**src/hw/rtl/kaf_pkg.sv**
```systemverilog
// ----------------------------------------------------------------------------
// kaf_pkg
// shared types, codes, constants and the micro-program of the angle filter
// ----------------------------------------------------------------------------
package kaf_pkg;

  localparam logic signed [31:0] S32_MAX  = 32'sh7FFF_FFFF;
  localparam logic signed [31:0] S32_MIN  = 32'sh8000_0000;
  localparam logic signed [63:0] HALF_Q30 = 64'sd536870912;

  // configuration register indexes
  localparam logic [3:0] CFG_ANGLE_NOISE   = 4'd0;
  localparam logic [3:0] CFG_BIAS_NOISE    = 4'd1;
  localparam logic [3:0] CFG_MEASURE_NOISE = 4'd2;
  localparam logic [3:0] CFG_STEP_TIME     = 4'd3;

  // configuration reset values, q2.30
  localparam logic [30:0] ANGLE_NOISE_RST   = 31'd1073742;
  localparam logic [30:0] BIAS_NOISE_RST    = 31'd3221225;
  localparam logic [30:0] MEASURE_NOISE_RST = 31'd32212255;
  localparam logic [30:0] STEP_TIME_RST     = 31'd10737418;

  typedef struct packed {
    logic signed [31:0] measured_angle;
    logic signed [31:0] measured_rate;
  } in_item_t;

  typedef struct packed {
    logic signed [31:0] filtered_angle;
    logic signed [31:0] bias_estimate;
  } out_item_t;

  typedef enum logic [2:0] {
    ST_IDLE,
    ST_EXEC,
    ST_MUL1,
    ST_MUL2,
    ST_DIV
  } state_t;

  typedef enum logic [1:0] {
    K_ALU,
    K_MAC,
    K_DIV,
    K_END
  } kind_t;

  typedef enum logic [1:0] {
    OP_ADD,
    OP_SUB,
    OP_BRK,
    OP_PASS
  } op_t;

  typedef enum logic [4:0] {
    SRC_MANG,
    SRC_MRATE,
    SRC_ANG,
    SRC_BIAS,
    SRC_PAA,
    SRC_PAB,
    SRC_PBA,
    SRC_PBB,
    SRC_RATE,
    SRC_DP,
    SRC_T,
    SRC_K0,
    SRC_K1,
    SRC_Y,
    SRC_DT,
    SRC_QA,
    SRC_QB,
    SRC_MUL
  } src_t;

  typedef struct packed {
    kind_t kind;
    src_t  ma;
    src_t  mb;
    op_t   op;
    src_t  x;
    src_t  y;
    src_t  dest;
  } uop_t;

  localparam int PC_W = 5;

  // saturate a 35-bit signed value to 32 bits
  function automatic logic signed [31:0] sat_s32(input logic signed [34:0] v);
    logic signed [31:0] res;
    if (v > 35'sd2147483647) begin
      res = S32_MAX;
    end else if (v < -35'sd2147483648) begin
      res = S32_MIN;
    end else begin
      res = v[31:0];
    end
    return res;
  endfunction

  function automatic uop_t mk(input kind_t k, input src_t ma, input src_t mb, input op_t op,
                              input src_t x, input src_t y, input src_t dest);
    uop_t u;
    u.kind = k;
    u.ma   = ma;
    u.mb   = mb;
    u.op   = op;
    u.x    = x;
    u.y    = y;
    u.dest = dest;
    return u;
  endfunction

  // predict, gain, correct
  function automatic uop_t uop_rom(input logic [PC_W-1:0] pc);
    uop_t u;
    case (pc)
      5'd0:  u = mk(K_ALU, SRC_DT, SRC_DT,   OP_SUB,  SRC_MRATE, SRC_BIAS, SRC_RATE);
      5'd1:  u = mk(K_MAC, SRC_DT, SRC_RATE, OP_ADD,  SRC_ANG,   SRC_MUL,  SRC_ANG);
      5'd2:  u = mk(K_MAC, SRC_DT, SRC_PBB,  OP_PASS, SRC_DP,    SRC_MUL,  SRC_DP);
      5'd3:  u = mk(K_ALU, SRC_DT, SRC_DT,   OP_BRK,  SRC_DP,    SRC_DP,   SRC_T);
      5'd4:  u = mk(K_MAC, SRC_DT, SRC_T,    OP_ADD,  SRC_PAA,   SRC_MUL,  SRC_PAA);
      5'd5:  u = mk(K_ALU, SRC_DT, SRC_DT,   OP_SUB,  SRC_PAB,   SRC_DP,   SRC_PAB);
      5'd6:  u = mk(K_ALU, SRC_DT, SRC_DT,   OP_SUB,  SRC_PBA,   SRC_DP,   SRC_PBA);
      5'd7:  u = mk(K_MAC, SRC_QB, SRC_DT,   OP_ADD,  SRC_PBB,   SRC_MUL,  SRC_PBB);
      5'd8:  u = mk(K_DIV, SRC_DT, SRC_DT,   OP_PASS, SRC_PAA,   SRC_PAA,  SRC_K0);
      5'd9:  u = mk(K_DIV, SRC_DT, SRC_DT,   OP_PASS, SRC_PBA,   SRC_PBA,  SRC_K1);
      5'd10: u = mk(K_ALU, SRC_DT, SRC_DT,   OP_SUB,  SRC_MANG,  SRC_ANG,  SRC_Y);
      5'd11: u = mk(K_MAC, SRC_K0, SRC_Y,    OP_ADD,  SRC_ANG,   SRC_MUL,  SRC_ANG);
      5'd12: u = mk(K_MAC, SRC_K1, SRC_Y,    OP_ADD,  SRC_BIAS,  SRC_MUL,  SRC_BIAS);
      5'd13: u = mk(K_MAC, SRC_K1, SRC_PAB,  OP_SUB,  SRC_PBB,   SRC_MUL,  SRC_PBB);
      5'd14: u = mk(K_MAC, SRC_K0, SRC_PAB,  OP_SUB,  SRC_PAB,   SRC_MUL,  SRC_PAB);
      5'd15: u = mk(K_MAC, SRC_K1, SRC_PAA,  OP_SUB,  SRC_PBA,   SRC_MUL,  SRC_PBA);
      5'd16: u = mk(K_MAC, SRC_K0, SRC_PAA,  OP_SUB,  SRC_PAA,   SRC_MUL,  SRC_PAA);
      default: u = mk(K_END, SRC_DT, SRC_DT, OP_PASS, SRC_ANG,   SRC_ANG,  SRC_ANG);
    endcase
    return u;
  endfunction

endpackage

```
**src/hw/rtl/kaf_mulq.sv**
```systemverilog
// ----------------------------------------------------------------------------
// kaf_mulq
// shared q2.30 multiplier: product, round half up, saturate, two stages
// ----------------------------------------------------------------------------
module kaf_mulq (
  input  logic               clk,
  input  logic               en,
  input  logic signed [31:0] a,
  input  logic signed [31:0] b,
  output logic signed [31:0] res
);

  logic signed [63:0] p_r;
  logic signed [63:0] v;
  logic signed [31:0] m_r;

  assign v = p_r + kaf_pkg::HALF_Q30;

  always_ff @(posedge clk) begin
    if (en) begin
      p_r <= $signed({{32{a[31]}}, a}) * $signed({{32{b[31]}}, b});
    end
    m_r <= kaf_pkg::sat_s32({v[63], v[63:30]});
  end

  assign res = m_r;

endmodule

```
**config.mk**
```make
export PLATFORM = sky130hd
export DESIGN_NAME = kaf_mulq
export DESIGN_NICKNAME = d
export VERILOG_FILES = /design/src/hw/rtl/kaf_pkg.sv /design/src/hw/rtl/kaf_mulq.sv
export SDC_FILE = /design/constraint.sdc
export NUM_CORES = 2
export LEC_CHECK = 0
export ABC_AREA = 1
export ABC_CLOCK_PERIOD_IN_PS = 13870
export BUFFER_PORTS_ARGS = -buffer_cell sky130_fd_sc_hd__buf_4
export CAP_MARGIN = 20
export CORE_MARGIN = 2
export CORE_UTILIZATION = 45
export DETAILED_ROUTE_END_ITERATION = 16
export PLACE_DENSITY_LB_ADDON = 0.08
export SLEW_MARGIN = 10
export SYNTH_ARGS = -nofsm -noshare
export SYNTH_HDL_FRONTEND = slang
export SYNTH_SLANG_ARGS = --single-unit
```
**constraint.sdc**
```tcl
create_clock -name clk -period 13.87 [get_ports clk]
set_input_delay 0.6935 -clock clk [delete_from_list [all_inputs] [get_ports clk]]
set_output_delay 0.6935 -clock clk [all_outputs]
set_load 0.005 [all_outputs]
```
==> results.md <==
* Status: finished, final reports clean
* H-tree depth at 3
* Total I/O pin count at just under 100
* Period utilization at roughly 59%
* Initial antenna violation count at 5
* CTS buffer count at 9
* Initial Utilization at between 40% and 50%
* # DRC at 0
* Min cycle time layout at between 8 and 9 ns
* Nets at around 6500
* Place WS at 5.27 ns
* Hold_buf cts at 0
* CTS tree: built
* Via-to-Cell Ratio at around 4.8
* Largest net degree at the start of global routing at 36
* Core area at 0.0903 mm2
* Total number of vias at slightly above 30000
* R2r setup slk at around 12 ns
* Routed len/inst at around 18 um
* Die area at around 0.094 mm2
* Worst path required time at approximately 14 ns
* Iteration-0 DRC Markers at around 1800
* MaxCap Viol Count at 0
* Root buf cell: clkbuf_16
* Hold crit path type: flip-flop to flip-flop
* Global placement routability congestion at 0.964
* Clk pin slew, worst setup/hold paths at roughly 0.060 ns
* Fin worst setup slack at 5.70 ns
* YS warnings at 0
* Slew HR at a little over half
* F_max at around 0.12 GHz
* Crit path launch type: input port
* Setup TNS Final at 0 ns
* Setup CP Type: input port to flip-flop
* Post-Synthesis Cells at around 5200
* Worst hold endpoint: res[31]
* Crit path max fanout at 32
* Rows at 110
* RR Endpoint: res[0]
* Max Buffers Root-to-Sink at 2
* Unrepaired setup endpoints after global routing: false
* ANT nets after route at 0
* Setup Fix Bufs, Post-CTS at 0
* Cell Area, Synth at slightly above 0.04 mm2
* EDFF count, synth at 35
* Most frequent cells in the layout: 1694 x inv_1, 1491 x nand2_1, 1081 x fa_1, 181 x ha_1, 171 x nor2_1
* Worst r2r path cells at 7
* Worst-Margin Slew at approximately 0.7 ns
* Routed wire length at 116000 um
* Die span in x at a little over 300 um
* Gr usage total at 26.3%
* Vias in the first global route at around 34000
* Post-CTS Resized at 0
* PortBufs at 97
* Synthesis-to-layout area growth at 4.26%
* First-pass GRT wire length at 191000 um
* Fin. max-slew vios at 0
* Layout cells sized above 1 at 3.37%
* Hold Crit Start: p_r[63]
* FFs w/ async S/R, synth at 0%
* Most common cell after layout, fill and taps aside: inv_1
* Worst skew pair latency at approximately 0.35 ns
* DR pass1 iterations at 6
* Worst hold stages at 1
* Die H at between 300 and 400 um
* Synth cell types at 38
* Final HPWL DP at 97500 um
* Final Skew at ~0.017 ns
* CP endpoint kind: flip-flop
* Most used DFF post-synth: edfxtp_1
* Num Clock Sinks at 67
* Finish-stage setup viols at 0
* GRT Residual Overflow at 0
* Hold slack at slightly above 0.6 ns
* Critical Path AT at about 8.3 ns
* Fillers at roughly 9000
* Sequential area share after synthesis at between 4 and 5%
* R2R Path Start: p_r[29]
* #FFs+latches synth at 67
* Endpoints failing hold at 0
* Mapped Nets at 6567
* Post-Syn Area per Cell at slightly below 8 um2
[how the worst max path moves through the flow]
| stage | from | to | slack, ns | depth (start not counted) |
|---|---|---|---|---|
| global route | b[5] | p_r[62] | 5.15 | 27 |
| global placement | b[5] | p_r[62] | 5.31 | 27 |
| finish | b[5] | p_r[62] | 5.70 | 27 |
| CTS | b[5] | p_r[62] | 5.62 | 27 |
| detailed placement | b[5] | p_r[62] | 5.27 | 27 |
| floorplan | a[31] | p_r[62] | 6.33 | 27 |
[worst max-delay path: stages]
cell and delay (ns):
buf_4 0.37, nand2_1 0.21, inv_1 0.13, fa_1 0.40, inv_1 0.23, fa_1 0.46, inv_1 0.21, fa_1 0.49
fa_1 0.83, inv_1 0.38, fa_1 0.58, inv_1 0.05, fa_1 0.52, inv_1 0.05, fa_1 0.45, fa_1 0.51
inv_1 0.04, ha_1 0.38, nand2_1 0.13, nor2_1 0.23, inv_1 0.07, nor2_1 0.24, inv_1 0.11, nor3_1 0.19
nand2_1 0.09, nand3_1 0.10, nand2_1 0.06
[per-stage QoR]
step           cell area [um2]  util (%)  std cells
2_1_floorplan            41200         -       5239
3_3_place_gp             42600      47.2       6317
3_5_place_dp             42600      47.2       6317
4_1_cts                  42900      47.5       6333
5_1_grt                  42900      47.5       6334
6_report                 42900      47.5       6334
[cell type report]
cell class	count	area (um2)	area share (%)
Clock buffer	9	225	0.525
Sequential cell	67	1690	3.94
Inverter	1696	6370	14.8
Antenna cell	1	2.50	0.00583
Timing Repair Buffer	100	751	1.75
Multi-Input combinational cell	3278	32300	75.3
Clock inverter	7	80.1	0.187
Tap cell	1176	1470	3.43
[sequential cells by signal (all words and copies together), names as in the netlist]
signal and flops:
res 32, p_r 35
[kinds of logic (layout without fill, tap and decap cells)]
kind of cell	after synthesis	in the layout	share of synthesized area, %
and+or+nand+nor	1832	1832	17.7
adders and majority gates	1262	1262	58.1
DFF	67	67	4.11
other	0	1	0
AOI/OAI and AO/OA	139	139	1.82
xor gates and xnor gates	45	45	1.00
buffers and inverters	1894	1812	17.3
[metal layers]
| metal | GRT usage [%] | vias to the layer above | routed length [um] |
|---|---|---|---|
| li1 | - | 14190 | - |
| met1 | 36.0 | 15750 | 52000 |
| met2 | 46.4 | 655 | 57400 |
| met3 | 2.24 | 103 | 5040 |
| met4 | 3.89 | 8 | 1860 |
| met5 | 0 | - | 55 |
[synthesized netlist by cell type (3+ instances only)]
cell | count | share of area [%]
nor2_4 | 4 | 0.11
inv_1 | 1694 | 15
a21oi_1 | 82 | 1.0
nor3_1 | 20 | 0.24
clkbuf_1 | 190 | 1.7
xor2_1 | 28 | 0.60
nand3_1 | 62 | 0.75
o21ai_0 | 39 | 0.47
fa_1 | 1081 | 53
nand4_1 | 18 | 0.27
nand2_1 | 1491 | 14
nand2_2 | 33 | 0.50
buf_4 | 3 | 0.055
ha_1 | 181 | 5.5
dfxtp_1 | 32 | 1.6
or2_2 | 9 | 0.14
buf_6 | 3 | 0.082
nor4_1 | 8 | 0.12
nor2_1 | 171 | 1.6
nand3b_1 | 5 | 0.091
nor3_2 | 4 | 0.097
o21bai_1 | 12 | 0.22
xnor2_1 | 16 | 0.34
edfxtp_1 | 35 | 2.6
Power is not shown: default switching activity piles up to over one toggle a cycle in this logic, so the estimate is an artifact.
