**src/hw/rtl/kaf_pkg.sv**
```systemverilog
// ----------------------------------------------------------------------------
// kaf_pkg
// shared types, codes, constants and the micro-program of the angle filter
// ----------------------------------------------------------------------------
package kaf_pkg;

  localparam logic signed [31:0] S32_MAX  = 32'sh7FFF_FFFF;
  localparam logic signed [31:0] S32_MIN  = 32'sh8000_0000;
  localparam logic signed [63:0] HALF_Q30 = 64'sd536870912;

  // configuration register indexes
  localparam logic [3:0] CFG_ANGLE_NOISE   = 4'd0;
  localparam logic [3:0] CFG_BIAS_NOISE    = 4'd1;
  localparam logic [3:0] CFG_MEASURE_NOISE = 4'd2;
  localparam logic [3:0] CFG_STEP_TIME     = 4'd3;

  // configuration reset values, q2.30
  localparam logic [30:0] ANGLE_NOISE_RST   = 31'd1073742;
  localparam logic [30:0] BIAS_NOISE_RST    = 31'd3221225;
  localparam logic [30:0] MEASURE_NOISE_RST = 31'd32212255;
  localparam logic [30:0] STEP_TIME_RST     = 31'd10737418;

  typedef struct packed {
    logic signed [31:0] measured_angle;
    logic signed [31:0] measured_rate;
  } in_item_t;

  typedef struct packed {
    logic signed [31:0] filtered_angle;
    logic signed [31:0] bias_estimate;
  } out_item_t;

  typedef enum logic [2:0] {
    ST_IDLE,
    ST_EXEC,
    ST_MUL1,
    ST_MUL2,
    ST_DIV
  } state_t;

  typedef enum logic [1:0] {
    K_ALU,
    K_MAC,
    K_DIV,
    K_END
  } kind_t;

  typedef enum logic [1:0] {
    OP_ADD,
    OP_SUB,
    OP_BRK,
    OP_PASS
  } op_t;

  typedef enum logic [4:0] {
    SRC_MANG,
    SRC_MRATE,
    SRC_ANG,
    SRC_BIAS,
    SRC_PAA,
    SRC_PAB,
    SRC_PBA,
    SRC_PBB,
    SRC_RATE,
    SRC_DP,
    SRC_T,
    SRC_K0,
    SRC_K1,
    SRC_Y,
    SRC_DT,
    SRC_QA,
    SRC_QB,
    SRC_MUL
  } src_t;

  typedef struct packed {
    kind_t kind;
    src_t  ma;
    src_t  mb;
    op_t   op;
    src_t  x;
    src_t  y;
    src_t  dest;
  } uop_t;

  localparam int PC_W = 5;

  // saturate a 35-bit signed value to 32 bits
  function automatic logic signed [31:0] sat_s32(input logic signed [34:0] v);
    logic signed [31:0] res;
    if (v > 35'sd2147483647) begin
      res = S32_MAX;
    end else if (v < -35'sd2147483648) begin
      res = S32_MIN;
    end else begin
      res = v[31:0];
    end
    return res;
  endfunction

  function automatic uop_t mk(input kind_t k, input src_t ma, input src_t mb, input op_t op,
                              input src_t x, input src_t y, input src_t dest);
    uop_t u;
    u.kind = k;
    u.ma   = ma;
    u.mb   = mb;
    u.op   = op;
    u.x    = x;
    u.y    = y;
    u.dest = dest;
    return u;
  endfunction

  // predict, gain, correct
  function automatic uop_t uop_rom(input logic [PC_W-1:0] pc);
    uop_t u;
    case (pc)
      5'd0:  u = mk(K_ALU, SRC_DT, SRC_DT,   OP_SUB,  SRC_MRATE, SRC_BIAS, SRC_RATE);
      5'd1:  u = mk(K_MAC, SRC_DT, SRC_RATE, OP_ADD,  SRC_ANG,   SRC_MUL,  SRC_ANG);
      5'd2:  u = mk(K_MAC, SRC_DT, SRC_PBB,  OP_PASS, SRC_DP,    SRC_MUL,  SRC_DP);
      5'd3:  u = mk(K_ALU, SRC_DT, SRC_DT,   OP_BRK,  SRC_DP,    SRC_DP,   SRC_T);
      5'd4:  u = mk(K_MAC, SRC_DT, SRC_T,    OP_ADD,  SRC_PAA,   SRC_MUL,  SRC_PAA);
      5'd5:  u = mk(K_ALU, SRC_DT, SRC_DT,   OP_SUB,  SRC_PAB,   SRC_DP,   SRC_PAB);
      5'd6:  u = mk(K_ALU, SRC_DT, SRC_DT,   OP_SUB,  SRC_PBA,   SRC_DP,   SRC_PBA);
      5'd7:  u = mk(K_MAC, SRC_QB, SRC_DT,   OP_ADD,  SRC_PBB,   SRC_MUL,  SRC_PBB);
      5'd8:  u = mk(K_DIV, SRC_DT, SRC_DT,   OP_PASS, SRC_PAA,   SRC_PAA,  SRC_K0);
      5'd9:  u = mk(K_DIV, SRC_DT, SRC_DT,   OP_PASS, SRC_PBA,   SRC_PBA,  SRC_K1);
      5'd10: u = mk(K_ALU, SRC_DT, SRC_DT,   OP_SUB,  SRC_MANG,  SRC_ANG,  SRC_Y);
      5'd11: u = mk(K_MAC, SRC_K0, SRC_Y,    OP_ADD,  SRC_ANG,   SRC_MUL,  SRC_ANG);
      5'd12: u = mk(K_MAC, SRC_K1, SRC_Y,    OP_ADD,  SRC_BIAS,  SRC_MUL,  SRC_BIAS);
      5'd13: u = mk(K_MAC, SRC_K1, SRC_PAB,  OP_SUB,  SRC_PBB,   SRC_MUL,  SRC_PBB);
      5'd14: u = mk(K_MAC, SRC_K0, SRC_PAB,  OP_SUB,  SRC_PAB,   SRC_MUL,  SRC_PAB);
      5'd15: u = mk(K_MAC, SRC_K1, SRC_PAA,  OP_SUB,  SRC_PBA,   SRC_MUL,  SRC_PBA);
      5'd16: u = mk(K_MAC, SRC_K0, SRC_PAA,  OP_SUB,  SRC_PAA,   SRC_MUL,  SRC_PAA);
      default: u = mk(K_END, SRC_DT, SRC_DT, OP_PASS, SRC_ANG,   SRC_ANG,  SRC_ANG);
    endcase
    return u;
  endfunction

endpackage

```
**src/hw/rtl/kaf_div.sv**
```systemverilog
// ----------------------------------------------------------------------------
// kaf_div
// gain divider: (num * 2^30) / den, truncated, saturated, zero for a zero den, one bit a cycle
// ----------------------------------------------------------------------------
module kaf_div (
  input  logic               clk,
  input  logic               rst_n,
  input  logic               start,
  input  logic signed [31:0] num,
  input  logic signed [32:0] den,
  output logic               done,
  output logic signed [31:0] quot
);

  logic        busy_r;
  logic        fin_r;
  logic [4:0]  cnt_r;
  logic [31:0] rem_r;
  logic [31:0] lo_r;
  logic [31:0] q_r;
  logic [31:0] dmag_r;
  logic        neg_r;
  logic        ovf_r;
  logic        zero_r;

  logic [31:0] nmag;
  logic [32:0] dneg;
  logic [31:0] dmag;
  logic [31:0] hi;
  logic        den_zero;
  logic [32:0] trial;
  logic [32:0] diff;
  logic        ge;

  always_comb begin
    nmag     = num[31] ? (~num + 32'd1) : num;
    dneg     = ~den + 33'd1;
    dmag     = den[32] ? dneg[31:0] : den[31:0];
    hi       = {2'b00, nmag[31:2]};
    den_zero = (den == 33'sd0);
    trial    = {rem_r, lo_r[31]};
    diff     = trial - {1'b0, dmag_r};
    ge       = (trial >= {1'b0, dmag_r});
  end

  always_ff @(posedge clk) begin
    if (!rst_n) begin
      busy_r <= 1'b0;
      fin_r  <= 1'b0;
    end else begin
      fin_r <= 1'b0;
      if (start) begin
        rem_r  <= hi;
        lo_r   <= {nmag[1:0], 30'd0};
        q_r    <= 32'd0;
        dmag_r <= dmag;
        cnt_r  <= 5'd31;
        neg_r  <= num[31] ^ den[32];
        zero_r <= den_zero;
        ovf_r  <= !den_zero && (hi >= dmag);
        if (den_zero || (hi >= dmag)) begin
          fin_r <= 1'b1;
        end else begin
          busy_r <= 1'b1;
        end
      end else if (busy_r) begin
        rem_r <= ge ? diff[31:0] : trial[31:0];
        q_r   <= {q_r[30:0], ge};
        lo_r  <= {lo_r[30:0], 1'b0};
        cnt_r <= cnt_r - 5'd1;
        if (cnt_r == 5'd0) begin
          busy_r <= 1'b0;
          fin_r  <= 1'b1;
        end
      end
    end
  end

  always_comb begin
    if (zero_r) begin
      quot = 32'sd0;
    end else if (ovf_r) begin
      quot = neg_r ? kaf_pkg::S32_MIN : kaf_pkg::S32_MAX;
    end else if (neg_r) begin
      quot = (q_r > 32'h8000_0000) ? kaf_pkg::S32_MIN : $signed(~q_r + 32'd1);
    end else begin
      quot = q_r[31] ? kaf_pkg::S32_MAX : $signed(q_r);
    end
  end

  assign done = fin_r;

endmodule

```
**config.mk**
```make
export PLATFORM = sky130hd
export DESIGN_NAME = kaf_div
export DESIGN_NICKNAME = d
export VERILOG_FILES = /design/src/hw/rtl/kaf_pkg.sv /design/src/hw/rtl/kaf_div.sv
export SDC_FILE = /design/constraint.sdc
export NUM_CORES = 1
export LEC_CHECK = 0
export ABC_CLOCK_PERIOD_IN_PS = 4500
export BUFFER_PORTS_ARGS = -buffer_cell sky130_fd_sc_hd__clkbuf_2
export CAP_MARGIN = 30
export CORE_ASPECT_RATIO = 0.9
export CORE_UTILIZATION = 52
export DETAILED_ROUTE_END_ITERATION = 10
export PLACE_DENSITY = 0.84
export SYNTH_ARGS = -nofsm -noshare
export SYNTH_HDL_FRONTEND = slang
export SYNTH_SLANG_ARGS = --single-unit
```
**constraint.sdc**
```tcl
create_clock -name clk -period 4.5 [get_ports clk]
set_input_delay 0.9 -clock clk [delete_from_list [all_inputs] [get_ports clk]]
set_output_delay 0.9 -clock clk [all_outputs]
set_load 0.01 [all_outputs]
```
==> results.cfg <==
[worst_setup_path]
critPathRequiredTime_ns = 3.60
cpPeakStageDelay_ns = 0.48
crit_fanout = 10
critPathKind = reg2out
cp_cell_sequence = inv_1 > ha_1 > or3b_1 > or4_4 > nor4_4 > nand2_2 > o21a_4 > nor2_4 > o21ai_0 > a211oi_1 > clkbuf_2
critical_path_buf_inv_count = 2
start_kind = flop
cp.arrival_ns = 3.48
slowest_stage = or4_4
end_kind = output pin
crit_family = simple AND/OR/NAND/NOR gates

[synth]
ys_top_cells_by_count = 112 x nor2_1, 106 x edfxtp_1, 87 x inv_1
synth.avg_cell_area_um2 = 8.47
netlist_area_mm2 = 0.00968
ys_types = 77
ys_seq_area_share_pct = 33.3
yosysTopAreaCell = edfxtp_1
yosys.area.top_type_share_pct = 32.9
syn_nets = 1278
ys_top_cells_by_area = edfxtp_1 33%, ha_1 8.5%, xnor2_1 4.9%
synth_ff_type = edfxtp_1
synthCells = 1143
yosysWarnings = 0
synth_edf_count = 106
synthArstFlopShare_pct = 0
yosysMostFrequentCell = nor2_1
synth-seq-cells = 108

[final_layout]
area_growth_pct = 12.5
post-route-util_pct = 60.9
diodes = 0
postLayoutCellArea_mm2 = 0.0109
instances_no_fill = 1472
finalNetCount = 1362
drive_gt1_share_pct = 13.8
fillCellCount = 1467

[timing]
final.setup.tns_ns = 0
holdWs_ns = 0.504
setup_viol = 0
post-route-period-util_pct = 97.3
setup_ws_ns = 0.123
fin_crit_ns = 4.38
skew_ns = 0.00877
relSlewSlack_pct = 35.8
finalHoldViolCount = 0
drv_slew = 0
fmax_mhz = 228
tightest_slew_ns = 0.963

[global_route]
grt_pass1_vias = 8213
grt_first_pass_wirelength_mm = 42.2
overflow = 0
grt_usage_pct = 27.5
grt_max_degree = 46
antenna_found_initial = 0

[power_and_ir_drop]
p_leak_nw = 4.39
ir_drop_mv = 0.214
finalPower_mw = 3.39
power-per-cell-area_mw_per_mm2 = 311

[die]
die_h_um = 131
dieArea_mm2 = 0.0192
initial_core_util_pct = 54.1
core_area_mm2 = 0.0179
io-pin-count = 101
die_w_um = 146
num_rows = 46

[placement]
place_area_mm2 = 0.0105
dp_cells = 1452
place_hpwl_mm = 20.3
gp_congestion = 0.983
numPortBuffers = 100
dp_slack_ns = -0.00352

[cts]
cts.sinks = 108
cts.path.max_buffers = 2
cts_buffers = 9
cts_tree = done
htreeDepth = 3
clk_pin_slew_ns = 0.08
ctsRootBufferMaster = clkbuf_16
insertion_delay_ns = 0.36

[job]
cap_violations = 0

[detailed_routing]
drtAntennaViolNets = 0
num_vias = 9329
post_drt_wl_per_cell_um = 18.1
drc = 0
drt_first_pass_iters = 6
wl_mm = 26.7
drt_iter0_drc = 1113
viasPerCell = 6.34

[status]
outcome = complete, no violations

[worst_hold_path]
min_path_type = reg2reg
registers in the layout, summed over array words and instances (netlist names):
name and flops:
dmag_r 32, zero_r 1, cnt_r 5, q_r 32, neg_r 1, lo_r 2
ovf_r 1, busy_r 1, done 1, rem_r 32
routing by layer:
metal / global-route usage [%] / up-vias / part of all wire [%]
li1: - / 4401 / -
met1: 39.5 / 4369 / 44
met2: 40.7 / 520 / 43
met3: 6.49 / 39 / 11
met4: 7.95 / 0 / 2.0
met5: 0 / - / 0
final cells by class:
type | count | area [um2] | share of cell area (%)
timing repair buffer | 133 | 805 | 7.38
inverter | 87 | 327 | 3.00
multi-input combinational | 888 | 5930 | 54.5
sequential | 108 | 3220 | 29.6
clock buffer | 9 | 225 | 2.07
tap | 240 | 300 | 2.76
clock inverter | 7 | 82.6 | 0.758
power by group:
group	leakage, nW	internal [mW]	switching [mW]
registers	1.03	1.23	0.0761
logic	3.21	0.490	0.758
clock network	0.150	0.443	0.393
total	4.39	2.16	1.23
cell families after synthesis:
group,after synthesis,share of synthesized area (%)
AOI/OAI and AO/OA,322,22.4
xor gates and xnor gates,88,7.96
adders and majority gates,67,8.73
buffers and inverters,147,5.74
DFF,108,33.3
muxes,10,1.05
and+or+nand+nor,401,20.9
layout by cell type (no fill, tap or decap), types with 12 or more instances in the layout:
cell and count:
a21boi_1 12, a21o_1 20, a21oi_1 69, a31oi_1 22, buf_4 29, clkbuf_2 100
edfxtp_1 106, ha_1 66, inv_1 86, nand2_1 79, nand3_1 28, nand4_1 28
nor2_1 112, nor2b_1 42, nor3_1 36, o21ai_0 58, o31ai_1 24, or3_1 12
xnor2_1 54, xor2_1 34
worst min-delay path: cells and delay by family (launching register included):
kind / cells / cell delay [ns]
AOI/OAI and AO/OA: 1 / 0.06
DFF: 1 / 0.33
and+or+nand+nor: 1 / 0.07
final timing paths:
kind                 start   endpoint  slack [ns]  cells after the start
setup / recovery    q_r[1]   quot[11]        0.12                     11
hold / removal      busy_r     busy_r        0.50                      2
setup reg to reg  rem_r[1]  rem_r[15]        1.10                     10
hold reg to reg     busy_r     busy_r        0.50                      2
what timing repair did:
item | 4_1_cts | 5_1_grt
cloned | 0 | 0
pin swaps | 0 | 1
hold buffers | 0 | 0
resized for setup | 1 | 7
buffers inserted | 0 | 4
endpoints found under the setup margin | 8 | 24
hold endpoints to repair | 0 | 0
Note: power is estimated with default switching activity, not from simulation.
